<file path="src/hdl/csa_table.sv">
`default_nettype none
module csa_table #(
  parameter int DEPTH = 64,
  parameter int DW    = 48
) (
  input  wire logic                                     clk_i,
  input  wire logic                                     rst_ni,
  input  wire logic                                     re_i,
  input  wire logic [(DEPTH > 1 ? $clog2(DEPTH) : 1)-1:0] raddr_i,
  output logic      [DW-1:0]                            rdata_o,
  input  wire logic                                     we_i,
  input  wire logic [(DEPTH > 1 ? $clog2(DEPTH) : 1)-1:0] waddr_i,
  input  wire logic [DW-1:0]                            wdata_i,
  input  wire logic                                     clr_i,
  input  wire logic [(DEPTH > 1 ? $clog2(DEPTH) : 1)-1:0] caddr_i,
  output logic      [DEPTH-1:0]                         valid_o
);
  logic [DW-1:0]    mem_q [DEPTH];
  logic [DEPTH-1:0] valid_q;

  // Entry storage with registered read
  always_ff @(posedge clk_i) begin
    if (we_i) begin
      mem_q[waddr_i] <= wdata_i;
    end
    if (re_i) begin
      rdata_o <= mem_q[raddr_i];
    end
  end

  // Live bits: set on write, drop on evict
  always_ff @(posedge clk_i or negedge rst_ni) begin
    if (!rst_ni) begin
      valid_q <= '0;
    end else begin
      if (we_i) begin
        valid_q[waddr_i] <= 1'b1;
      end
      if (clr_i) begin
        valid_q[caddr_i] <= 1'b0;
      end
    end
  end

  assign valid_o = valid_q;

endmodule
`default_nettype wire

</file>
<file path="config.mk">
export PLATFORM = sky130hd
export DESIGN_NAME = csa_table
export DESIGN_NICKNAME = d
export VERILOG_FILES = /design/src/hdl/csa_table.sv
export SDC_FILE = /design/constraint.sdc
export NUM_CORES = 2
export LEC_CHECK = 0
export BUFFER_PORTS_ARGS = -buffer_cell sky130_fd_sc_hd__buf_4
export CORE_MARGIN = 2
export CORE_UTILIZATION = 35
export CTS_CLUSTER_DIAMETER = 120
export DETAILED_ROUTE_END_ITERATION = 10
export PLACE_DENSITY = 0.58
export RECOVER_POWER = 25
export SETUP_SLACK_MARGIN = 0.3
export SYNTH_ARGS = -nofsm -noshare
export SYNTH_HDL_FRONTEND = slang
export SYNTH_SLANG_ARGS = --single-unit
</file>
<file path="constraint.sdc">
create_clock -name clk_i -period 5.17 [get_ports clk_i]
set_clock_uncertainty 0.2 [all_clocks]
set_input_delay 0.517 -clock clk_i [delete_from_list [all_inputs] [get_ports clk_i]]
set_output_delay 0.517 -clock clk_i [all_outputs]
set_load 0.02 [all_outputs]
</file>
### Word level (Yosys, flattened, before mapping)

Memory sizes are Yosys's and may differ from the RTL's. A register that Yosys moved wholly into a read port is not among the register bits.
Index checks and enable logic that the tools add are counted.

* bits of input ports: 71
* memories kept: 1
* bits in writable memories: 3072
* bits in registers: 64

* bitwise operators: 3
* order comparisons: 4
* reductions and logical operators: 2
* muxes and demuxes: 8

Memory list
* mem_q: words 64, width 48, read ports 1, clocked after Yosys merged registers in 1, write ports 1, line 18 `logic [DW-1:0] mem_q [DEPTH];`

Operators by type and width (number)
* 64-bit 2-to-1 mux: 2
* 64-bit AND: 1
* 64-bit NOT: 1
* 64-bit OR: 1
* 6-bit by 7-bit < comparator with 1-bit output (second input constant): 2
* 1-bit demux with 6-bit select: 2
* 6-bit by 1-bit greater-or-equal comparator with 1-bit output (second input constant): 2
* 1-bit 2-to-1 mux: 4
* 1-bit logical AND: 2

### Depth between registers and ports, before layout

* word-level depth: 8
* depth in mapped cells: 11
* depth with buffers taken out: 5

### Least setup slack after synthesis

No wires, ideal clock.

* path kind: input to register
* from: in waddr_i[3] (netlist name)
* to: mem mem_q[48][0] (enable)
* data arrival time: 5.688 ns
* setup time: 0.578 ns
* path slack: -1.295 ns
* stages: 3
* cell sequence: clkbuf_1 -> nand4b_1 -> nor4_1

RTL lines
* start: declaration: line 12 `input wire logic [(DEPTH > 1 ? $clog2(DEPTH) : 1)-1:0] waddr_i,`
* end: declaration: line 18

No word-level cell before the write port.

### Final worst setup path

* from: in re_i
* to: reg rdata_o[9], read port of mem_q (enable)

RTL lines
* start: declaration: line 8 `input wire logic re_i,`
* end: declaration: line 10 `output logic [DW-1:0] rdata_o,`

No word-level cell between the ends.

==> summary.md <==
| Metric | Value |
|---|---|
| Outcome | complete, but fails checks |
| Failing checks | max-capacitance violations, max-slew violations |
| Core area | 0.344 mm^2 |
| GRT overflow | 0 |
| Rows | 215 |
| CTS buffer count | 313 |
| # setup viols final | 0 |
| Post-synth EDFFs | 3120 |
| Peak Freq | 262 MHz |
| Post-CTS Setup Bufs | 0 |
| Synth Register Bits | 3184 |
| First-pass GRT wire length | 507000 um |
| Top Ports | 183 |
| Worst VDD drop | 0.290 mV |
| Most frequent cells in the layout | edfxtp_1, mux4_2, clkbuf_16, buf_4, mux2i_1 |
| Crit-path leading delay family | buffers and inverters |
| CTS tree | done |
| Worst hold path type | in -> async |
| Commonest non-fill, non-tap cell in the layout | edfxtp_1 |
| Synth top area share | 0.775 |
| Relative slew slack | -1.61 |
| Crit path kind | in -> reg |
| Pre-CTS WS | 1.40 ns |
| Period minus WS final | 3.82 ns |
| Vias in the first global route | 61034 |
| Antenna Nets Post-Route | 0 |
| DR WL/cell | 34.7 um |
| Crit-path max cell delay | 2.61 ns |
| Die Footprint | 0.350 mm^2 |
| Area Growth Syn to Fin | 15.6% |
| Initial Utilization | 0.352 |
| Synthesized area | 0.121 mm^2 |
| Synthesized instance count | 5458 |
| Max Root-Sink Buffers | 4 |
| Worst Tran Pin Value | 3.92 ns |
| First drt pass iteration count | 6 |
| Die W | 592 um |
| Worst-path cell chain | clkbuf_1, buf_4 |
| # hold bufs at CTS | 58 |
| Largest area contributor in the netlist | edfxtp_1 |
| Pwr per Cell Area | 389 mW/mm^2 |
| Buf+Inv Stages, Crit Path | 2 |
| Switching Share | 0.215 |
| Multi-input logic area | 0.0245 mm^2 |
| Max-cap viol count | 33 |
| Post-synthesis sequential area ratio | 0.788 |
| Die Y | 592 um |
| Fin. Hold Viols | 0 |
| Fin crit share | 0.739 |
| Routed WL | 372000 um |
| Seq pwr share | 0.530 |
| Synth top area cells | edfxtp_1, mux4_2, mux2i_1, dfrtp_1, a22oi_1 |
| Crit-path slowest cell | clkbuf_1 |
| Prevailing post-synth register cell | edfxtp_1 |
| CP Capture Type | flip-flop |
| Syn nets | 5529 |
| GRT Resource Usage Total | 0.209 |
| Synth Area per Inst | 22.2 um^2 |
| Seq. cell area | 0.0953 mm^2 |
| Startpoint Class | input pin |
| Worst-Skew Late Latency | 0.88 ns |
| Final #Nets | 5996 |
| DRT iter0 DRCs | 8455 |
| Post-DP Area | 0.129 mm^2 |
| Critical path arrival | 4.11 ns |
| Largest net degree at the start of global routing | 90 |
| Int Pwr | 42.7 mW |
| Via-per-instance ratio | 5.82 |
| DP Cell Count | 10109 |
| Fillers | 29826 |
| CTS sink count | 3184 |
| Comb pwr share | 0.055 |
| Clock share of power | 0.414 |
| Post-cts resize count | 0 |
| RD Place Congestion | 0.790 |
| Leak | 43.4 nW |
| Input/output buffers | 182 |
| Final setup TNS | 0 ns |
| Htree depth | 5 |
| Detailed-route DRC error count | 0 |
| Initial antenna violation count | 20 |
| Max-slew violations | 2110 |
| Fin cells | 10728 |
| Share of cells above drive strength 1 | 0.265 |
| Design Power | 54.4 mW |
| Crit path required time | 5.46 ns |
| Yosys warnings | 0 |
| Via Count | 62430 |
| Design area | 0.140 mm^2 |
| Fraction of registers with async set/reset | 0.0201 |
| Setup ws final | 1.35 ns |
| Library cells used by synthesis | 44 |
| Clk root buf | clkbuf_16 |
| Crit path max fanout | 29 |
| Sw power | 11.7 mW |
| Clock transition at path regs | 0.06 ns |
| RSZ-0062 raised after global routing | false |
| Detailed placement HPWL | 199000 um |
==> registers in the layout (all words and copies together), names as in the netlist <==
signal / flops
mem_q: 3072
rdata_o: 48
valid_o: 64
==> per-stage QoR <==
step            util  hold slack [ns]
2_1_floorplan      -           0.0214
3_3_place_gp   0.377            0.274
3_5_place_dp   0.377            0.282
4_1_cts        0.407           0.0113
5_1_grt        0.407            0.143
6_report       0.407           0.0949
==> final timing paths <==
kind                               startpoint     endpoint  slack [ns]  cells after the start
worst max-delay path                     re_i   rdata_o[9]        1.35                      2
worst min-delay path                   rst_ni  valid_o[24]        0.09                      2
worst max register to register  mem_q[23][18]  rdata_o[18]        2.68                      5
worst min register to register    valid_o[43]  valid_o[43]        0.30                      1
max in group asynchronous              rst_ni  valid_o[13]        4.11                      2
min in group clk_i                 raddr_i[5]   rdata_o[1]        0.13                      3
==> power by group through the flow <==
stage | logic, mW | clock network [mW] | registers (mW)
2_1_floorplan | 1.43 | 0 | 29.5
3_3_place_gp | 2.96 | 0 | 29.4
3_5_place_dp | 3.00 | 0 | 29.4
4_1_cts | 3.06 | 22.9 | 28.8
5_1_grt | 3.19 | 23.8 | 28.9
6_report | 3.02 | 22.6 | 28.9
==> Yosys cell counts, types with 3 or more instances <==
cell type and n:
o22ai_1 103, a221oi_1 3, or3b_2 6, or2_2 9, nand2b_1 13, nor3b_1 3, nand2_1 116, nand4_1 70
mux2i_1 180, nor2b_1 56, buf_1 16, edfxtp_1 3120, mux2_2 46, or3_1 4, buf_4 44, dfrtp_1 64
buf_2 100, o221ai_1 69, o22a_1 31, nor4_1 13, a311oi_1 44, buf_6 24, nand3b_1 12, nor3_1 6
a22oi_1 91, a221oi_2 8, nor2_1 159, and3b_1 3, clkbuf_1 131, a21oi_1 61, nand3_1 78, and3_1 34
mux4_2 676, buf_8 5, a211oi_1 46
==> per-layer routing <==
metal	vias to the layer above	wire length, um	global-route usage
met5	-	57	0
met4	8	12200	0.0637
met3	615	32100	0.0369
met2	3340	177000	0.336
met1	34326	151000	0.292
li1	24141	-	-
==> logic make-up after synthesis <==
logic type | share of synthesized area
AO/OA/AOI/OAI | 0.0285
buffers and inverters | 0.0143
AND/OR/NAND/NOR | 0.0241
multiplexers | 0.145
flip-flops | 0.788
==> cell type report <==
cell class / instances / share of cell area
Antenna cell: 7 / 0.000125
Clock buffer: 391 / 0.0598
Clock inverter: 163 / 0.0112
Inverter: 2 / 0.0000537
Multi-Input combinational cell: 1952 / 0.175
Sequential cell: 3184 / 0.682
Tap cell: 4557 / 0.0408
Timing Repair Buffer: 472 / 0.0313
No activity file was read; power rests on OpenSTA's default activity.
