==> config.mk <==
export PLATFORM = sky130hd
export DESIGN_NAME = csa_freemap
export DESIGN_NICKNAME = d
export VERILOG_FILES = /design/src/hdl/csa_freemap.sv
export SDC_FILE = /design/constraint.sdc
export NUM_CORES = 1
export LEC_CHECK = 0
export BUFFER_PORTS_ARGS = -buffer_cell sky130_fd_sc_hd__buf_2
export CAP_MARGIN = 15
export CORE_MARGIN = 5
export CORE_UTILIZATION = 50
export DETAILED_ROUTE_END_ITERATION = 10
export HOLD_SLACK_MARGIN = 0.12
export PLACE_DENSITY = 0.68
export RECOVER_POWER = 25
export SYNTH_ARGS = -nofsm -noshare
export SYNTH_HDL_FRONTEND = slang
export SYNTH_SLANG_ARGS = --single-unit
==> constraint.sdc <==
create_clock -name clk_i -period 1.5 [get_ports clk_i]
set_input_delay 0.3 -clock clk_i [delete_from_list [all_inputs] [get_ports clk_i]]
set_output_delay 0.3 -clock clk_i [all_outputs]
set_load 0.01 [all_outputs]
==> src/hdl/csa_freemap.sv <==
`default_nettype none
module csa_freemap #(
  parameter int ROWS  = 8,
  parameter int WIDTH = 64
) (
  input  wire logic                                   clk_i,
  input  wire logic                                   rst_ni,
  input  wire logic                                   re_i,
  input  wire logic [(ROWS > 1 ? $clog2(ROWS) : 1)-1:0] raddr_i,
  output logic      [WIDTH-1:0]                       rdata_o,
  input  wire logic                                   we_i,
  input  wire logic [(ROWS > 1 ? $clog2(ROWS) : 1)-1:0] waddr_i,
  input  wire logic [WIDTH-1:0]                       wdata_i
);
  logic [WIDTH-1:0] mem_q [ROWS];
  logic [ROWS-1:0]  row_vld_q;
  logic [WIDTH-1:0] rd_q;
  logic             rd_vld_q;

  // Row storage, one write and one registered read a cycle
  always_ff @(posedge clk_i) begin
    if (we_i) begin
      mem_q[waddr_i] <= wdata_i;
    end
    if (re_i) begin
      rd_q <= mem_q[raddr_i];
    end
  end

  // Track rows ever written; an unwritten row reads as all free
  always_ff @(posedge clk_i or negedge rst_ni) begin
    if (!rst_ni) begin
      row_vld_q <= '0;
      rd_vld_q  <= 1'b0;
    end else begin
      if (we_i) begin
        row_vld_q[waddr_i] <= 1'b1;
      end
      if (re_i) begin
        rd_vld_q <= row_vld_q[raddr_i];
      end
    end
  end

  assign rdata_o = rd_vld_q ? rd_q : {WIDTH{1'b1}};

endmodule
`default_nettype wire

Word level (Yosys, flattened, before mapping):

Memories as Yosys holds them, arrays and structs flattened. A register that Yosys moved wholly into a read port is not among the register bits.
Cells that the tools add are included.

* flip-flop bits (word level): 9
* memory bits (writable): 512
* input port bits: 74
* output and inout bits: 64
* logic and storage cells: 15
* memories: 1

Memory list
* mem_q: depth 8, width 64, rd ports 1, clocked after memory_dff 1, wr ports 1, line 15 `logic [WIDTH-1:0] mem_q [ROWS];`

* magnitude comparators: 3
* multiplexer cells: 7
* bitwise gates (word level): 1
* reductions and logical operators: 1

Operators by type and width (count)
* 64-bit 2-to-1 mux: 1
* 3-bit by 4-bit less-than comparator with 1-bit output (second input constant): 2
* 8-bit bitwise OR: 1
* 1-bit 2-to-1 mux: 4
* 1-bit binary-select mux with 3-bit select: 1
* 1-bit demux with 3-bit select: 1
* 3-bit by 1-bit >= comparator with 1-bit output (second input constant): 1
* 1-bit logical AND: 1

Longest topological paths before layout:

Gate-level depths: netlist (run 1).

* depth in word-level cells: 5
* gate-level depth with buffers: 6
* gate-level depth less buffers: 3

Worst setup path before layout (run 1):

OpenSTA, ideal clock, no wires.

* path kind: input to register
* start: input waddr_i[0] in the netlist's numbering
* end: register row_vld_q[0]
* setup time: 0.092 ns
* arrival: 5.364 ns
* data required time: 1.408 ns
* setup slack: -3.956 ns
* cell stages on the path: 3
* buffers on the path: 0
* path through: nand2b_1 > nor3_1 > or2_2

* cells in the longest elaborated chain, start to end: 5
* elaborated cells on any way between the ends: 6
* classes of those cells: order compare (2); mux (2); bitwise (1); reduce/logical (1)

RTL lines
* from (decl): line 12 `input wire logic [(ROWS > 1 ? $clog2(ROWS) : 1)-1:0] waddr_i,`
* 3-bit by 4-bit less-than comparator with 1-bit output (implied by the code) or 3-bit by 1-bit >= comparator with 1-bit output (tied branches): line 37 `row_vld_q[waddr_i] <= 1'b1;`
* 1-bit logical AND (implied by the code): line 37
* 1-bit 2-to-1 mux (implied by the code): line 37
* 1-bit demux with 3-bit select *: line 37
* 8-bit bitwise OR (no source line) *
* to (signal assigned): line 33 `row_vld_q <= '0;`
* to (signal, indexed assignment): line 37
* to (decl): line 16 `logic [ROWS-1:0] row_vld_q;`

Every way passes the cells marked *; elsewhere a longest branch is shown, timed or not.
A chain may end at the register's enable or synchronous reset.

Final worst setup path (run 1):

* start: register rd_vld_q
* end: output rdata_o[48]

* cells in the longest elaborated chain, start to end: 1

RTL lines
* from (decl): line 18 `logic rd_vld_q;`
* from (signal assigned): line 40 `rd_vld_q <= row_vld_q[raddr_i];`
* 64-bit 2-to-1 mux: line 45 `assign rdata_o = rd_vld_q ? rd_q : {WIDTH{1'b1}};`
* to (decl): line 10 `output logic [WIDTH-1:0] rdata_o,`

No other way between the ends.

==> results of run 1 <==
## path summary, 6_finish.rpt
check,endpoint
worst max-delay path,rdata_o[48]
worst min-delay path,row_vld_q[3]
worst max register to register,rd_q[14]
worst min register to register,row_vld_q[2]
max in group asynchronous,rd_vld_q
min in group clk_i,rd_q[7]
## synth_stat cells
master	number	area share (%)
edfxtp_1	576	79
mux4_2	129	13
nand2b_1	67	1.9
mux2_2	64	3.3
clkbuf_1	20	0.34
dfrtp_1	9	1.0
buf_6	8	0.41
or2_2	8	0.23
buf_2	7	0.16
buf_1	6	0.10
nor2_1	6	0.10
mux2i_1	5	0.23
nand2_1	2	0.034
nor3_1	2	0.046
buf_4	1	0.034
buf_8	1	0.068
inv_1	1	0.017
## layer usage
layer / wire length (um) / vias up / global-route usage, % / part of all wire (%)
met1: 19200 / 5427 / 27.8 / 43
met2: 22200 / 300 / 30.4 / 49
met4: 849 / 2 / 4.84 / 1.9
met3: 2700 / 62 / 3.53 / 6.0
li1: - / 4434 / - / -
met5: 7 / - / 0 / 0.016
## kinds of logic after synthesis
logic type / after synthesis / share of synthesized area [%]
DFF: 585 / 79.8
muxes: 198 / 16.7
buffers and inverters: 44 / 1.13
and+or+nand+nor: 85 / 2.32
## registers in the layout (all words and copies together), names as in the netlist
register   cells
mem_q        512
rd_q          64
rd_vld_q       1
row_vld_q      8
## final cells by class
type | instances | area [um2]
antenna | 3 | 7.51
clock buffer | 73 | 1490
clock inverter | 28 | 191
fill | 2911 | 16200
inverter | 1 | 3.75
multi-input combinational | 283 | 4400
sequential | 585 | 17500
tap | 585 | 732
timing repair buffer | 293 | 2730
## per-stage QoR
| step | setup TNS [ns] | utilization, % | setup WS (ns) |
|---|---|---|---|
| final | -20.51 | 62.6 | -0.382 |
| after global routing | -26.17 | 62.6 | -0.458 |
| after CTS | -24.52 | 62.4 | -0.427 |
| after detailed placement | -21.22 | 56.6 | -0.349 |
| after global placement | -19.84 | 56.6 | -0.348 |
| after floorplan | -257.49 | - | -0.994 |
## timing repair
| action | 4_1_cts | 5_1_grt |
|---|---|---|
| hold buffers | 66 | 0 |
| buffers inserted | 5 | 0 |
| hold endpoints to repair | 529 | 0 |
| gates resized for setup | 7 | 22 |
| setup endpoints to repair | 64 | 64 |
| gates cloned | 2 | 0 |
## power by group through the flow
stage	registers (W)	clock network [W]	logic, W
floorplan	0.0191	0	0.00130
detailed placement	0.0191	0	0.00235
global route	0.0188	0.0141	0.00281
CTS	0.0188	0.0133	0.00259
finish	0.0188	0.0130	0.00261
global placement	0.0191	0	0.00231
## critical path, delay by kind of cell, from the launching register on
kind | cells | cell delay [ns]
flip-flops | 1 | 0.48
buffers and inverters | 3 | 0.46
AND/OR/NAND/NOR | 1 | 0.06
==> results.md, run 1 <==
- Across the VDD grid, the largest voltage drop is 0.824 mV.
- The first-pass iteration count of the detailed router is 5.
- The library cell used most frequently in the layout, excluding fill and tap cells, is edfxtp_1.
- The hold violation count in the final report is 0.
- The depth of the worst register-to-register path is 2.
- The non-filler instance count after layout is 1851.
- The total number of H-tree levels is 2.
- The floorplan die width is 220 um.
- The floorplan step defined a core boundary enclosing 0.0433 mm2.
- The total instance count after detailed placement is ~1700.
- The number of nets in the layout is 1295.
- The total internal power is 0.0273 W.
- Hold timing on the final database bottoms out at a slack of 0.272 ns.
- Across the routed clock network, the largest skew measured is 0.0240 ns.
- The relative max-transition margin is approximately 64%.
- The number of endpoints failing setup at the final stage is 64.
- The clock tree from TritonCTS is built.
- After detailed placement, the total cell area comes to 0.0245 mm2.
- The average vias per placed instance is 5.52.
- The reg-to-reg setup timing slack is 0.08 ns.
- The initial cell density of the core is 50.7%.
- After layout, the worst setup slack is -0.382 ns.
- Summed over all nets, the switching power comes to between 0.007 and 0.008 W.
- The overall power after layout is 0.0345 W.
- Dividing the detail-routed wire length by the instance count gives 24.3 um.
- The setup path with the least slack is of type flip-flop to output port.
- The class of the tightest hold or removal check is input pin to async pin.
- In this run, distinct cell masters in the synthesized netlist total 17.
- The minimum period implied by the final worst setup slack is 1.88 ns.
- The post-synthesis register bit count is just under 600.
- For the worst setup path, the data required time is 1.20 ns.
- The total detailed-routing wirelength is 45.0 mm.
- The leakage power figure is 9.06 nW.
- The number of buffers on the longest clock path is 3.
- The first global-routing pass estimated 67.8 mm of wire.
- Of the available clock period, the critical path in the final layout requires 125%.
- The part of the power in combinational logic is 7.6%.
- In this run the count of I/O pins placed on the die edge is 138.
- The clock root buffer master is clkbuf_16.
- The count of nets left with antenna violations once routing finished came out at 0.
- The maximum clock frequency is 531 MHz.
- The combined global-route utilization of all metal layers is 19.1%.
- The die covers 0.0482 mm2.
- Leaving out fill and tap cells, the most frequent cells in the layout are edfxtp_1, mux4_2, buf_2.
- The category of the worst setup path launch point is a flip-flop.
- The number of design-rule violations left by the first detailed-router iteration is between 700 and 800.
- The CTS buffer count is 57.
- The count of warnings emitted by yosys is 0.
- The latest clock arrival within the worst-skew pair is 0.60 ns.
- The number of placement rows is 76.
- Setup repair after global routing could not meet its margin everywhere.
- Traced cell by cell, the critical path runs through buf_12, buf_4, nand2b_1, buf_2.
- The detailed-route DRC error count is 0.
- After synthesis, the mean cell area works out to approximately 24 um2.
- The startpoint of the lowest-slack register-to-register path is mem_q[0][14].
- STA classifies the critical path endpoint as an output port.
- The vias after detailed routing is 10200.
- Entering global routing, the biggest net connects 31 pins.
- Summing the sequential cell areas from Yosys gives roughly 80% of the chip area.
- The detailed placer's ending HPWL is around 27 mm.
- The share of total power dissipated in the clock network is a little under two fifths.
- The number of global-route vias before repair is between 10000 and 15000.
- Clock-pin slew was measured on the worst setup and hold paths at 0.06 ns.
- Counting every net in the synthesized netlist gives between 900 and 1000.
- After global routing the overflow that remains totals 0.
- The count of buffers added on input and output ports is ~140.
- The clock drives around 600 sinks.
- Routability-driven placement finished with a final weighted congestion of 0.705.
- The area of all placed cells without fillers is 0.0271 mm2.
- The mapped netlist covers about 0.022 mm2.
- The slowest stage of the critical path belongs to the cell dfrtp_2.
- The count of final max-slew check failures is 0.
- The synthesized netlist cell count is about 900.
- The total power divided by cell area is 1270 mW/mm2.
- The area growth from synthesis to layout is 23.3%.
- The final reports fail on setup timing.
- The critical path's largest stage delay is 0.48 ns.
- The initial antenna violation count came to 2.
- The tool flagged a number of max-cap violations equal to 0.
- The die extent in y is ~220 um.
- In this run the worst path has a maximum fanout of 10.
- The share of total power consumed by net switching is 20.8%.
- The actual slew at the worst max-slew pin is about 0.54 ns.
- In this run, flip-flops and latches consume 54.6% of the power.
- The origin of the worst setup path is rd_vld_q.
- The run finished, with violations left.
- The share of cells above drive strength 1 is 38.7%.
- The critical path data arrival time is roughly 1.6 ns.
Power figures use the tool's default switching activity.
==> run 2, diff against run 1 <==
--- a/config.mk
+++ b/config.mk
@@ -5,10 +5,12 @@
 export SDC_FILE = /design/constraint.sdc
 export NUM_CORES = 1
 export LEC_CHECK = 0
+export ABC_AREA = 1
 export BUFFER_PORTS_ARGS = -buffer_cell sky130_fd_sc_hd__buf_2
 export CAP_MARGIN = 15
 export CORE_MARGIN = 5
 export CORE_UTILIZATION = 50
+export CTS_CLUSTER_DIAMETER = 120
 export DETAILED_ROUTE_END_ITERATION = 10
 export HOLD_SLACK_MARGIN = 0.12
 export PLACE_DENSITY = 0.68
==> run 2 against run 1 <==
Against the previous run:
- the run still ends with setup timing left
- clock power rose by 8%
- first-iteration DRC count rose by 59%
- setup slack improved by 0.070 ns
- die area rose by 3.1%
==> results.md, run 2 <==
- The pin count of the biggest net entering global routing is 74 (+140%).
- The predominant post-synthesis flop cell is edfxtp_1.
- The area of all placed cells without fillers is 0.0272 mm2 (+0.61%).
- The die extent in y was 223 um (+1.5%).
- The average vias per placed instance is 5.36 (-2.9%).
- The global-route met2 utilization is 34.1% (+3.7 points).
- The total power divided by cell area is 1300 mW/mm2 (+2.2%).
- Among all cell types in the netlist, the one instantiated most often is edfxtp_1.
- The slowest stage of the critical path is the dfrtp_2 cell.
- The flow ran to the end, but the final reports show violations.
- The total number of H-tree levels is 2 (unchanged).
- The number of buffers on the longest clock path is 3 (unchanged).
- The standard cell core area is 0.0451 mm2 (+4.2%).
- The final routed wire length divided by cell count came to 19.3 um (-21%).
- The critical path's largest stage delay is 0.42 ns (-0.06 ns).
- The CTS sink count is 585 (unchanged).
- The number of nets in the layout was 2061 (+59%).
- The cell type with the largest total area after synthesis is edfxtp_1.
- By startpoint and endpoint, the worst setup path is classified as flip-flop to output port.
- The number of global-route vias before repair came to 14100 (+30%).
- The number of routed nets with antenna violations was 0 (unchanged).
- The total detailed-routing wirelength is 50.8 mm (+13%).
- The minimum period implied by the final worst setup slack is 1.81 ns (-0.0697 ns).
- The commonest cells after synthesis are edfxtp_1, nor2_1, nand2_1, o21ai_0, inv_1.
- The layout filler cell count is 3478 (+19%).
- The post-synthesis area per instance came to 12.8 um2 (-47%).
- The final reports fail on setup timing.
- The number of flip-flops in the largest register came to 512 (unchanged).
- The max-capacitance violation count is 0 (unchanged).
- The area of all sequential standard cells is 0.0175 mm2 (unchanged).
- The combined global-route utilization of all metal layers is 20.3% (+1.2 points).
- After global routing, the most crowded layer is met2.
- The maximum clock frequency came to 552 MHz (+3.8%).
- The wire length of the first global-routing pass was 79.9 mm (+18%).
- The initial antenna violation count was 4 (+2).
- The area growth from synthesis to layout is 20.2%.
- The share of cells above drive strength 1 is 12.7% (-26 points).
- The cell area after synthesis came to 0.0227 mm2 (+3.3%).
- The floorplan die width is 223 um (+1.5%).
- The count of cell types in the netlist is 17 (unchanged).
- The placer congestion estimate is 0.767 (+8.9%).
- Yosys attributes the largest share of cell area to edfxtp_1, o21ai_0, nor2_1, nand2_1, o22ai_1.
- The number of placement rows was 78 (+2.6%).
- The first-pass iteration count of the detailed router was 5 (unchanged).
- The actual slew at the worst max-slew pin was 0.464 ns (-0.0712 ns).
- The number of synthesized flops with an enable pin came to 576 (unchanged).
- The number of design-rule violations left by the first detailed-router iteration is 1260 (+59%).
- Setup repair after global routing could not meet its margin everywhere.
- The count of input and output buffers is 137 (unchanged).
- The met1 usage was 28.2% (+0.42 points).
- The maximum fanout encountered on the critical timing path is 24 (+14).
- The initial cell density of the core was 50.3% (-0.46 points).
- The proportion of synthesized chip area in sequential cells is 77.3% (-2.5 points).
- The hold violation count in the final report is 0 (unchanged).
- The clock tree skew after final layout was 0.0257 ns (+0.00175 ns).
- The latest clock arrival within the worst-skew pair is 0.60 ns (about the same).
- The number of endpoints failing setup at the final stage is 64 (unchanged).
- The register with the most flip-flops is mem_q.
- The final worst-path cycle share is 121% (-4.6 points).
- The critical path's top delay family is buffers and inverters.
- The remaining global-route overflow is 0 (unchanged).
- The critical path data arrival time was 1.51 ns (-0.07 ns).
- The global-route met3 utilization was 2.76% (-0.77 points).
- Walking the worst path, the cells encountered are buf_4, buf_12, nand2_1, buf_2.
- The count of final max-slew check failures was 0 (unchanged).
- The nature of the critical path endpoint is an output port.
- The share of async-settable or async-resettable flops after synthesis is 1.54% (unchanged).
- The utilization after layout is 60.4% (-2.2 points).
- The library cells used most frequently in the layout, excluding fill and tap cells, are edfxtp_1, nor2_1, o21ai_0, nand2_1, buf_2.
- The most frequent standard cell in the layout excluding fill and tap cells is edfxtp_1.
- The boundary pin count is 138 (unchanged).
- The clock root buffer master is clkbuf_16.
- The detailed placer's ending HPWL came to 30.1 mm (+10%).
- STA classifies the critical path startpoint as a flip-flop.
- The detailed-route DRC error count is 0 (unchanged).
- The cell area after placement is 0.0247 mm2 (+0.91%).
- The synthesized netlist cell count was 1769 (+94%).
- The worst IR drop on VDD was 0.757 mV (-8.2%).
- The vias after detailed routing came to 14100 (+38%).
- The relative max-transition margin is 69.1% (+4.7 points).
- The share of the synthesized area in the top cell type is 76.3% (-2.5 points).
- The pre-CTS setup slack is -0.0189 ns (+0.330 ns).
- In the final layout, the registers with the most flip-flops are mem_q: 512 flops, rd_q: 64 flops, row_vld_q: 8 flops.
- The post-synthesis register bit count is 585 (unchanged).
- The clock tree from TritonCTS is built.
- The clock input transition at the sequential cells of the worst setup and hold paths was 0.06 ns (about the same).
- The number of nets in the synthesized netlist is 1843 (+87%).
- The sum of negative setup slack is -16.66 ns (+3.84 ns).
- The required time of the critical path was 1.20 ns (about the same).
- The CTS buffer count is 56 (-1.8%).
- The footprint of the multi-input gates came to 0.00449 mm2 (+2.0%).
- The leakage power figure was 9.69 nW (+7.0%).
- The sum of buffers and inverters on the critical path is 3 (unchanged).
- The worst path setup slack after routing is -0.312 ns (+0.0697 ns).
- The worst hold path belongs to the class input pin to flip-flop.
- The total die area came to 0.0497 mm2 (+3.1%).
- The count of warnings emitted by yosys was 0 (unchanged).
run 2: cell count changes after synthesis, sizes merged, moves of 8 or more:
cell | previous run | this run
mux2 | 64 | 0
or2 | 8 | 0
inv | 1 | 79
mux4 | 129 | 0
buf | 23 | 61
o21ai | 0 | 328
nand2b | 67 | 0
nor2 | 6 | 328
nand2 | 2 | 272
o22ai | 0 | 64
clkbuf | 20 | 45
run 2: logic make-up (layout without fill, tap and decap cells):
logic type      Yosys count  after routing  synth area share (%)
compound gates          392            392                  9.01
buf+inv                 185            449                  3.63
flops                   585            585                  77.3
other cells               0              4                     0
simple gates            607            607                  10.1
run 2: per-stage QoR:
step                total power, W  instances  hold WS, ns
floorplan                   0.0204       1769      0.00441
global placement            0.0215       2460        0.163
detailed placement          0.0216       2460        0.171
CTS                         0.0357       2633        0.150
global route                0.0367       2636        0.173
finish                      0.0354       2637        0.187
run 2: where the power goes:
group	switching (W)	leakage (nW)	total, W	internal [W]
Sequential	0.000153	5.37	0.0188	0.0186
Combinational	0.00167	3.42	0.00258	0.000916
Clock	0.00584	0.900	0.0141	0.00821
run 2: worst paths after layout:
check,slack [ns],from,cells past startpoint,end
min,0.19,waddr_i[2],3,row_vld_q[5]
max,-0.31,rd_vld_q,4,rdata_o[47]
min reg2reg,0.46,row_vld_q[0],2,row_vld_q[0]
max in group asynchronous,0.42,rst_ni,3,rd_vld_q
min in group asynchronous,0.74,rst_ni,3,row_vld_q[3]
max reg2reg,0.35,mem_q[4][62],6,rd_q[62]
run 2: repair_timing:
item | 4_1_cts | 5_1_grt
endpoints found under the setup margin | 64 | 64
endpoints found under the hold margin | 528 | 0
resized for setup | 9 | 2
buffers inserted | 1 | 0
hold buffers | 68 | 0
cloned | 0 | 0
run 2: tightest hold or removal path: cells and delay by family:
kind	cells	cell delay, ns
buf+inv	1	0.21
compound gates	1	0.07
simple gates	1	0.14
run 2: cell type report:
cell class	instances	share of cell area (%)
Tap cell	600	2.76
Multi-Input combinational cell	999	16.5
Clock inverter	39	1.46
Sequential cell	585	64.3
Antenna cell	4	0.0367
Inverter	79	1.29
Clock buffer	65	5.27
Timing Repair Buffer	266	8.40
run 2: metal layers:
layer  share of wire [%]  routed length (um)
met5                   0                   0
met4                 1.9                 974
met1                  43               22000
met2                  50               25300
met3                 5.0                2520
==> run 3, diff against run 2 <==
--- a/config.mk
+++ b/config.mk
@@ -5,15 +5,13 @@
 export SDC_FILE = /design/constraint.sdc
 export NUM_CORES = 1
 export LEC_CHECK = 0
-export ABC_AREA = 1
 export BUFFER_PORTS_ARGS = -buffer_cell sky130_fd_sc_hd__buf_2
 export CAP_MARGIN = 15
 export CORE_MARGIN = 5
-export CORE_UTILIZATION = 50
-export CTS_CLUSTER_DIAMETER = 120
+export CORE_UTILIZATION = 60
 export DETAILED_ROUTE_END_ITERATION = 10
 export HOLD_SLACK_MARGIN = 0.12
-export PLACE_DENSITY = 0.68
+export PLACE_DENSITY = 0.79
 export RECOVER_POWER = 25
 export SYNTH_ARGS = -nofsm -noshare
 export SYNTH_HDL_FRONTEND = slang
==> run 3 against run 2 <==
Against the previous run:
- the run still ends with setup timing left
- final cell count fell by 35%
- setup slack got worse by 0.074 ns
- hold slack improved by 0.092 ns
- wire length fell by 12%
- critical path type unchanged
- largest power group unchanged
- highest routed layer is now met5
==> results.md, run 3 (synthesis gave the netlist of run 1 again) <==
- The run finished, with violations left.
- The checks that failed: setup timing.
- The number of endpoints failing setup at the final stage is 65 (+1.6%).
- The remaining global-route overflow is 0 (unchanged).
- The maximum clock frequency was 530 MHz (-3.9%).
- From synthesis to final layout, the design area changed by 21.8%.
- The signal on the critical path passes through buf_12, clkbuf_16, nand2b_1, buf_2.
- The minimum period implied by the final worst setup slack is 1.89 ns (+0.0744 ns).
- The wire length of the first global-routing pass was 67.4 mm (-16%).
- The CTS sink count is 585 (unchanged).
- The average vias per placed instance came to 5.96 (+11%).
- The initial cell density of the core is 60.4% (+10 points).
- The share of cells above drive strength 1 is 37.0% (+24 points).
- The total power divided by cell area is 1290 mW/mm2 (-0.69%).
- The type of the setup path with the least slack is flip-flop to output port.
- The number of placement rows was 70 (-10%).
- The clock tree skew after final layout came to 0.00962 ns (-0.0161 ns).
- The die extent in y is 201 um (-9.7%).
- mem_q holds more flip-flops than any other register.
- The critical path data arrival time is 1.59 ns (+0.08 ns).
- The combined global-route utilization of all metal layers is 22.0% (+1.8 points).
- The total detailed-routing wirelength is 44.9 mm (-12%).
- The most frequent standard cell in the layout excluding fill and tap cells is edfxtp_1.
- The library cells used most frequently in the layout, excluding fill and tap cells, are edfxtp_1, mux4_2, buf_2.
- STA classifies the critical path endpoint as an output port.
- The latest clock arrival within the worst-skew pair came to 0.57 ns (-0.03 ns).
- The worst path setup slack after routing was -0.387 ns (-0.0744 ns).
- The layout filler cell count is 1955 (-44%).
- The vias after detailed routing is 10200 (-28%).
- The total number of H-tree levels is 2 (unchanged).
- The floorplan die width came to 201 um (-9.7%).
- The largest registers in the layout are mem_q: 512 flops, rd_q: 64 flops, row_vld_q: 8 flops.
- The detailed placer's ending HPWL is 25.1 mm (-16%).
- The utilization after layout was 73.6% (+13 points).
- The critical path's top delay family is flip-flops.
- The standard cell core area is 0.0363 mm2 (-19%).
- The final antenna diode count came to 0 (-4).
- The clock input transition at the sequential cells of the worst setup and hold paths is 0.06 ns (about the same).
- The required time of the critical path came to 1.20 ns (about the same).
- The maximum fanout encountered on the critical timing path is 7 (-71%).
- The cell sitting at the root of the clock tree is a clkbuf_16.
- The pin count of the biggest net entering global routing came to 35 (-53%).
- The number of design-rule violations left by the first detailed-router iteration is 929 (-26%).
- The number of flip-flops in the largest register came to 512 (unchanged).
- The total die area was 0.0405 mm2 (-18%).
- The max-capacitance violation count is 0 (unchanged).
- The number of global-route vias before repair is 11000 (-22%).
- The first-pass iteration count of the detailed router is 5 (unchanged).
- The final routed wire length divided by cell count came to 26.2 um (+36%).
- The number of buffers on the longest clock path is 3 (unchanged).
- The pre-CTS setup slack is -0.356 ns (-0.337 ns).
- The actual slew at the worst max-slew pin is 0.821 ns (+0.357 ns).
- The final worst-path cycle share was 126% (+5.0 points).
- Setup repair after global routing could not meet its margin everywhere.
- The critical path's largest stage delay came to 0.49 ns (+0.07 ns).
- The count of final max-slew check failures is 0 (unchanged).
- The sum of buffers and inverters on the critical path is 3 (unchanged).
- The initial antenna violation count is 5 (+1).
- The detailed-route DRC error count is 0 (unchanged).
- The relative max-transition margin came to 45.0% (-24 points).
- The CTS buffer count is 54 (-3.6%).
- The number of nets in the layout came to 1272 (-38%).
- The clock tree from TritonCTS is built.
- The placer congestion estimate is 0.724 (-5.6%).
- The boundary pin count is 138 (unchanged).
- The category of the worst setup path launch point is a flip-flop.
- The number of routed nets with antenna violations is 0 (unchanged).
- The non-filler instance count after layout is 1711 (-35%).
- The class of the tightest hold or removal check is input pin to async pin.
- The hold violation count in the final report came to 0 (unchanged).
- The count of input and output buffers is 137 (unchanged).
- The leakage power figure was 8.94 nW (-7.7%).
- The total instance count after detailed placement is 1538 (-37%).
- The worst IR drop on VDD came to 1.02 mV (+35%).
- The highest-delay cell along the critical path is dfrtp_2.
run 3: changes by cell type in the layout (fill, tap and decap cells not counted), moves of 9 or more:
cell      previous run  this run
o21ai_0            263         0
inv_1               73         1
nand2b_1             0        54
buf_12              39        48
o21ai_1             65         0
buf_6                4        14
nand2b_4             0        13
nand2_1            263         0
nor2_1             320         1
mux4_2               0       129
o22ai_1             64         0
mux2_2               0        62
run 3: final timing paths:
path / startpoint / to / slack [ns] / depth (start not counted)
min in group clk_i: raddr_i[2] / rd_q[10] / 0.32 / 3
max: rd_vld_q / rdata_o[14] / -0.39 / 4
max in group asynchronous: rst_ni / rd_vld_q / 0.86 / 2
max reg2reg: mem_q[7][17] / rd_q[17] / -0.01 / 2
min: rst_ni / row_vld_q[1] / 0.28 / 2
min reg2reg: row_vld_q[6] / row_vld_q[6] / 0.47 / 1
run 3: area by class of cell:
cell class	instances	area, um2	share of cell area [%]
clock inverter	34	251	0.940
tap	468	586	2.19
timing repair buffer	273	2540	9.48
sequential	585	17500	65.5
clock buffer	67	1460	5.47
multi-input combinational	283	4380	16.4
inverter	1	3.75	0.0140
run 3: power by group:
group	internal (W)	total, W	switching (W)	leakage, nW
logic	0.00131	0.00257	0.00127	2.76
clock network	0.00757	0.0131	0.00556	0.828
registers	0.0186	0.0188	0.000173	5.36
total	0.0275	0.0345	0.00700	8.94
run 3: through the flow:
| stage | hold slack [ns] | setup TNS (ns) | total power [W] | cell area (um2) |
|---|---|---|---|---|
| global placement | 0.160 | -20.99 | 0.0214 | 24200 |
| global route | 0.304 | -24.71 | 0.0357 | 26700 |
| finish | 0.278 | -21.06 | 0.0345 | 26700 |
| detailed placement | 0.167 | -22.43 | 0.0214 | 24200 |
| floorplan | 0.00441 | -257.49 | 0.0204 | 22200 |
| CTS | 0.161 | -19.34 | 0.0347 | 26600 |
run 3: repair_timing:
| item | 4_1_cts | 5_1_grt |
|---|---|---|
| setup buffers | 0 | 4 |
| hold endpoints to repair | 530 | 0 |
| hold buffers | 66 | 0 |
| gates cloned | 0 | 2 |
| resized for setup | 11 | 12 |
| endpoints found under the setup margin | 65 | 65 |
run 3: per-layer routing:
metal | vias up | track usage (%) | part of all wire (%)
li1 | 4389 | - | -
met2 | 374 | 37.2 | 52
met4 | 10 | 4.42 | 1.3
met3 | 54 | 4.56 | 6.5
met5 | - | 0 | 0.14
met1 | 5369 | 30.8 | 40
